--- src/hdl/bfbg_pkg.sv ---
`timescale 1ns / 1ps

package bfbg_pkg;

    typedef struct packed {
        logic       func;
        logic [7:0] red;
        logic [7:0] green;
        logic [7:0] blue;
        logic [7:0] alpha;
    } t_in_word;

    typedef struct packed {
        logic       valid_res;
        logic [7:0] out_red;
        logic [7:0] out_green;
        logic [7:0] out_blue;
        logic [7:0] out_alpha;
        logic       was_cleared;
        logic       last_pixel;
    } t_out_word;

    typedef struct packed {
        logic [7:0] alpha;
        logic [7:0] blue;
        logic [7:0] green;
        logic [7:0] red;
    } t_pixel;

    typedef struct packed {
        logic [7:0] bright;
        logic [7:0] tol;
    } t_thresholds;

    localparam logic FUNC_LOAD = 1'b0;
    localparam logic FUNC_READ = 1'b1;

    localparam int CFG_IDX_W = 3;

    localparam logic [CFG_IDX_W-1:0] REG_BRIGHT = 3'd0;
    localparam logic [CFG_IDX_W-1:0] REG_TOL    = 3'd1;
    localparam logic [CFG_IDX_W-1:0] REG_WIDTH  = 3'd2;
    localparam logic [CFG_IDX_W-1:0] REG_HEIGHT = 3'd3;

    localparam logic [7:0] ALPHA_LIMIT  = 8'd2;
    localparam logic [7:0] BRIGHT_RESET = 8'd184;
    localparam logic [7:0] TOL_RESET    = 8'd40;
    localparam logic [7:0] DIM_RESET    = 8'd128;

endpackage

--- src/hdl/bfbg_classify.sv ---
`timescale 1ns / 1ps

module bfbg_classify (
    input  bfbg_pkg::t_pixel      i_pixel,
    input  bfbg_pkg::t_thresholds i_thr,
    output logic                  o_is_bg
);

    logic [7:0] hi_rg;
    logic [7:0] lo_rg;
    logic [7:0] hi;
    logic [7:0] lo;
    logic [7:0] spread;

    always_comb begin
        hi_rg   = (i_pixel.red > i_pixel.green) ? i_pixel.red : i_pixel.green;
        lo_rg   = (i_pixel.red < i_pixel.green) ? i_pixel.red : i_pixel.green;
        hi      = (hi_rg > i_pixel.blue) ? hi_rg : i_pixel.blue;
        lo      = (lo_rg < i_pixel.blue) ? lo_rg : i_pixel.blue;
        spread  = hi - lo;
        o_is_bg = (i_pixel.alpha <= bfbg_pkg::ALPHA_LIMIT)
                  || ((hi >= i_thr.bright) && (spread <= i_thr.tol));
    end

endmodule

--- config.mk ---
export PLATFORM = sky130hd
export DESIGN_NAME = bfbg_classify
export DESIGN_NICKNAME = d
export VERILOG_FILES = /design/src/hdl/bfbg_pkg.sv /design/src/hdl/bfbg_classify.sv
export SDC_FILE = /design/constraint.sdc
export NUM_CORES = 1
export LEC_CHECK = 0
export BUFFER_PORTS_ARGS = -buffer_cell sky130_fd_sc_hd__buf_2
export CAP_MARGIN = 10
export CORE_ASPECT_RATIO = 0.75
export CORE_MARGIN = 2
export CORE_UTILIZATION = 55
export DETAILED_ROUTE_END_ITERATION = 6
export PLACE_DENSITY = 0.84
export SLEW_MARGIN = 25
export SYNTH_ARGS = -nofsm -noshare
export SYNTH_HDL_FRONTEND = slang
export SYNTH_SLANG_ARGS = --single-unit
--- constraint.sdc ---
create_clock -name vclk -period 16.8
set_input_delay 0.84 -clock vclk [all_inputs]
set_output_delay 0.84 -clock vclk [all_outputs]
set_load 0.01 [all_outputs]
* Yosys cells after proc, flatten, opt, wreduce, memory -nomap -nowiden *
Index checks and enable logic that the tools add are counted.

operators by class
  add/subtract/negate cells = 1
  order comparisons = 7
  multiplexer cells = 4
  reduce and logical (&&, ||, !) cells = 2

operator list
  cell                  count
  $mux W8               4
  $gt A8 B8 Y1          2
  $lt A8 B8 Y1          2
  $ge A8 B8 Y1          1
  $le A8 B2 Y1 const B  1
  $le A8 B8 Y1          1
  $sub A8 B8 Y8         1
  $logic_and A1 B1 Y1   1
  $logic_or A1 B1 Y1    1

word-level totals
  register bits after elaboration = 0
  input port bits = 48
  output and inout bits = 1

* Longest topological paths before layout *
  word-level depth = 8
  mapped depth = 32
  gate-level depth less buffers = 30

* Least setup slack after synthesis *
OpenSTA, ideal clock, no wires.

  path type = input to output
  from = in i_pixel[15] in the netlist's numbering
  to = out o_is_bg
  data arrival time = 6.160 ns
  data required time = 15.960 ns
  path slack = 9.800 ns
  stages = 29
  cell sequence = inv_1 -> ha_1 -> and4_1 -> clkbuf_1 -> o21ai_0 -> and2_1 -> a21oi_2 -> mux2_2 -> ha_1 -> a21o_1 -> a221oi_1 -> nand3b_1 -> nand2_1 -> clkbuf_1 -> a21oi_1 -> ha_1 -> nor2b_1 -> o21ai_0 -> a21boi_0 -> o21ai_0 -> nand2b_1 -> a21o_1 -> a21oi_1 -> xor2_1 -> ha_1 -> nand3_1 -> o21ai_0 -> o21ai_0 -> a21o_1

between the ends
  longest elaborated chain between the ends = 8

ends and longest elaborated chain
  what                                                 line                                      text
  start, declared                                      bfbg_classify.sv:4                        input bfbg_pkg::t_pixel i_pixel,
  $gt A8 B8 Y1 / $lt A8 B8 Y1 (equally long branches)  bfbg_classify.sv:16, bfbg_classify.sv:17
  $mux W8, on equally long branches                    bfbg_classify.sv:16, bfbg_classify.sv:17
  $gt A8 B8 Y1 / $lt A8 B8 Y1 (equally long branches)  bfbg_classify.sv:18, bfbg_classify.sv:19
  $mux W8, on equally long branches                    bfbg_classify.sv:18, bfbg_classify.sv:19
  $sub A8 B8 Y8                                        bfbg_classify.sv:20                       spread = hi - lo;
  $le A8 B8 Y1                                         bfbg_classify.sv:22                       || ((hi >= i_thr.bright) && (spread <= i_thr.tol));
  $logic_and A1 B1 Y1 (*)                              bfbg_classify.sv:22
  $logic_or A1 B1 Y1 (*)                               bfbg_classify.sv:22
  end, declared                                        bfbg_classify.sv:6                        output logic o_is_bg

Every way passes the cells marked *; elsewhere a longest branch is shown, timed or not.

* Worst setup path in the final report *
Ends and elaborated chain as after synthesis.

==> qor.log <==
[worst_hold_path] worst hold path stage count 4
[routing] post-detailed-route via-to-cell ratio 5.54
[cts] buffer count from post-CTS setup fixing 0
[run_status] outcome finished, final reports clean
[layout] Filler cells 268
[yosys] cell taking the most area after synthesis sky130_fd_sc_hd__ha_1
[placement] Detail Placement HPWL 3.39 mm
[yosys] count of synthesis-stage warnings from yosys 0
[die] std cell rows 17
[timing] achievable clock frequency 0.127 GHz
[die] placeable core area 2960 sq um
[global_routing] total global routing track utilization 22.4%
[flow_run] number of maximum-capacitance violations 0
[routing] first-iteration detailed-routing DRC count 117
[layout] Final Net Count 383
[timing] Max-slew headroom 67.8%
[yosys] cell with the most instances after synthesis sky130_fd_sc_hd__ha_1
[routing] Detailed Routing Iterations Pass 1 4
[timing] Final Setup Violations 0
[worst_setup_path] type of element launching the critical path input pin
[power] leak pwr 1.13 nW
[routing] mean routed wirelength per cell 11.7 um
[yosys] leading post-synthesis cells by cell area sky130_fd_sc_hd__ha_1, sky130_fd_sc_hd__inv_1, sky130_fd_sc_hd__o21ai_0
[yosys] post-synthesis cell count 241
[timing] final-layout setup total negative slack 0 ns
[die] starting utilization of the core area 57.7%
[power] IR Drop Worst-Case VDD 0.0000474 V
[yosys] synthesized area per cell 7.08 sq um
[layout] Area Overhead vs Synth 16.3%
[global_routing] first-pass GRT wire length 6.42 mm
[timing] setup repair after global routing missed its margin false
[placement] I/O Buffers 49
[layout] clkbuf count 0
[routing] number of design rule violations left after detail routing 0
[layout] fraction of final layout cells sized beyond drive strength 1 22.0%
[placement] Post-Place Setup Slack 8.93 ns
[layout] area of the multi-input gates 1560 sq um
[worst_setup_path] worst endpoint data arrival time 7.05 ns
[worst_setup_path] most frequent cell on the critical path sky130_fd_sc_hd__o21ai_0
[worst_setup_path] worst setup path startpoint i_pixel[15]
[global_routing] maximum number of pins on one net before global-route repair 18
[timing] share of the cycle needed by the critical path after routing 47.0%
[routing] total via count after detailed routing 1794
[die] x dimension of the die 68.3 um
[layout] number of sequential storage elements 0
[worst_setup_path] maximum fanout encountered on the critical timing path 16
[yosys] sequential area share after synthesis 0%
[placement] Final GP Congestion 0.884
[power] power per cell area 77.6 nW/um^2
[yosys] area share of the largest cell type after synthesis 33.7%
[global_routing] number of antenna violations at the first check in global routing 0
[global_routing] via count of the first global-routing pass 1581
[die] number of I/O pins 49
[timing] worst path setup slack after routing 8.91 ns
[worst_setup_path] Critical Setup Path Class input pin to output pin
[worst_setup_path] worst-path cell with the longest stage delay sky130_fd_sc_hd__mux2_2
[routing] Post-Route WL 3.78 mm
[worst_setup_path] crit path capture type output pin
[layout] sequential cell area in the final layout 0 sq um
[worst_setup_path] delay of the slowest cell on the worst path 0.41 ns
[die] Die ar. 3570 sq um
[cts] number of cells upsized or downsized after cts 0
[timing] final max-slew violation count 0
[worst_hold_path] min-delay worst type input pin to output pin
[yosys] Post-Synthesis Cell Area 1710 sq um
[die] Die H 52.2 um
[cts] number of buffers added to fix hold violations after cts 0
[yosys] number of library cell types mapped by synthesis 43
[routing] remaining antenna violation count after routing 0
[timing] Tightest Pin Transition 0.481 ns
[timing] hold violation count in the final report 0
[timing] post-layout minimum cycle time 7.89 ns
[worst_hold_path] hold_sp i_pixel[27]
[yosys] most frequent cells after synthesis sky130_fd_sc_hd__ha_1, sky130_fd_sc_hd__inv_1, sky130_fd_sc_hd__o21ai_0
[yosys] net count after synthesis 336
[worst_setup_path] Worst EP required 15.96 ns
[layout] Inserted Diodes 0
[global_routing] residual overflow from global routing 0
==> logic make-up (layout without fill, tap and decap cells) <==
logic type / count (synthesis) / count (layout) / synth area share (%)
adder cells (fa/ha/maj): 47 / 47 / 34.9
XOR/XNOR: 5 / 5 / 2.57
buffers and inverters: 38 / 83 / 8.36
AND/OR/NAND/NOR: 69 / 69 / 21.3
AO/OA/AOI/OAI: 75 / 75 / 28.3
multiplexers: 7 / 7 / 4.55
==> per-stage QoR <==
step / hold slack [ns] / util (%) / power, mW / cell area (sq um) / instances
after detailed placement: 2.07 / 67.1 / 0.153 / 1980 / 324
final: 2.07 / 67.1 / 0.154 / 1980 / 324
after global placement: 2.06 / 67.1 / 0.149 / 1980 / 324
after CTS: 2.07 / 67.1 / 0.155 / 1980 / 324
after global routing: 2.09 / 67.1 / 0.179 / 1980 / 324
after floorplan: 1.89 / - / 0.120 / 1710 / 241
==> layout by cell type, fill, tap and decap left out, drive strengths merged, types with 2 or more instances in the layout <==
master / count
ha: 46
xor2: 3
mux2: 6
o21a: 3
o21bai: 3
xnor2: 2
or4: 3
a21oi: 21
nand3: 6
o21ai: 23
nand2: 21
a21o: 11
and2: 3
nand2b: 4
inv: 34
nor2: 14
buf: 49
a211oi: 2
o211ai: 3
a211o: 2
nor2b: 3
and3: 3
nor3: 2
and4: 3
or2: 2
==> per-layer routing <==
| layer | track usage, % | vias up | share of wire (%) |
|---|---|---|---|
| li1 | - | 969 | - |
| met1 | 33.9 | 774 | 52 |
| met2 | 36.4 | 47 | 43 |
| met3 | 0.645 | 4 | 5.0 |
| met4 | 2.00 | 0 | 0.79 |
| met5 | 0 | - | 0 |
==> power by group <==
| part | switching (mW) | internal (mW) |
|---|---|---|
| Clock | 0 | 0 |
| Sequential | 0 | 0 |
| Combinational | 0.0821 | 0.0717 |
| Total | 0.0821 | 0.0717 |
==> critical path, delay by kind of cell <==
| family | cells | cell delay (ns) |
|---|---|---|
| compound gates | 13 | 2.66 |
| simple gates | 8 | 1.61 |
| fa+ha+maj | 4 | 1.19 |
| mux | 1 | 0.41 |
| buf+inv | 3 | 0.27 |
| xor+xnor | 1 | 0.09 |
==> final timing paths <==
kind  endpoint  slack (ns)
max    o_is_bg        8.91
min    o_is_bg        2.07
==> area by class of cell <==
type | count | area share (%)
multi-input cells | 203 | 78.8
well taps | 38 | 2.40
repair buffers | 49 | 12.4
inverters | 34 | 6.44
Note: power is estimated with default switching activity, not from simulation.
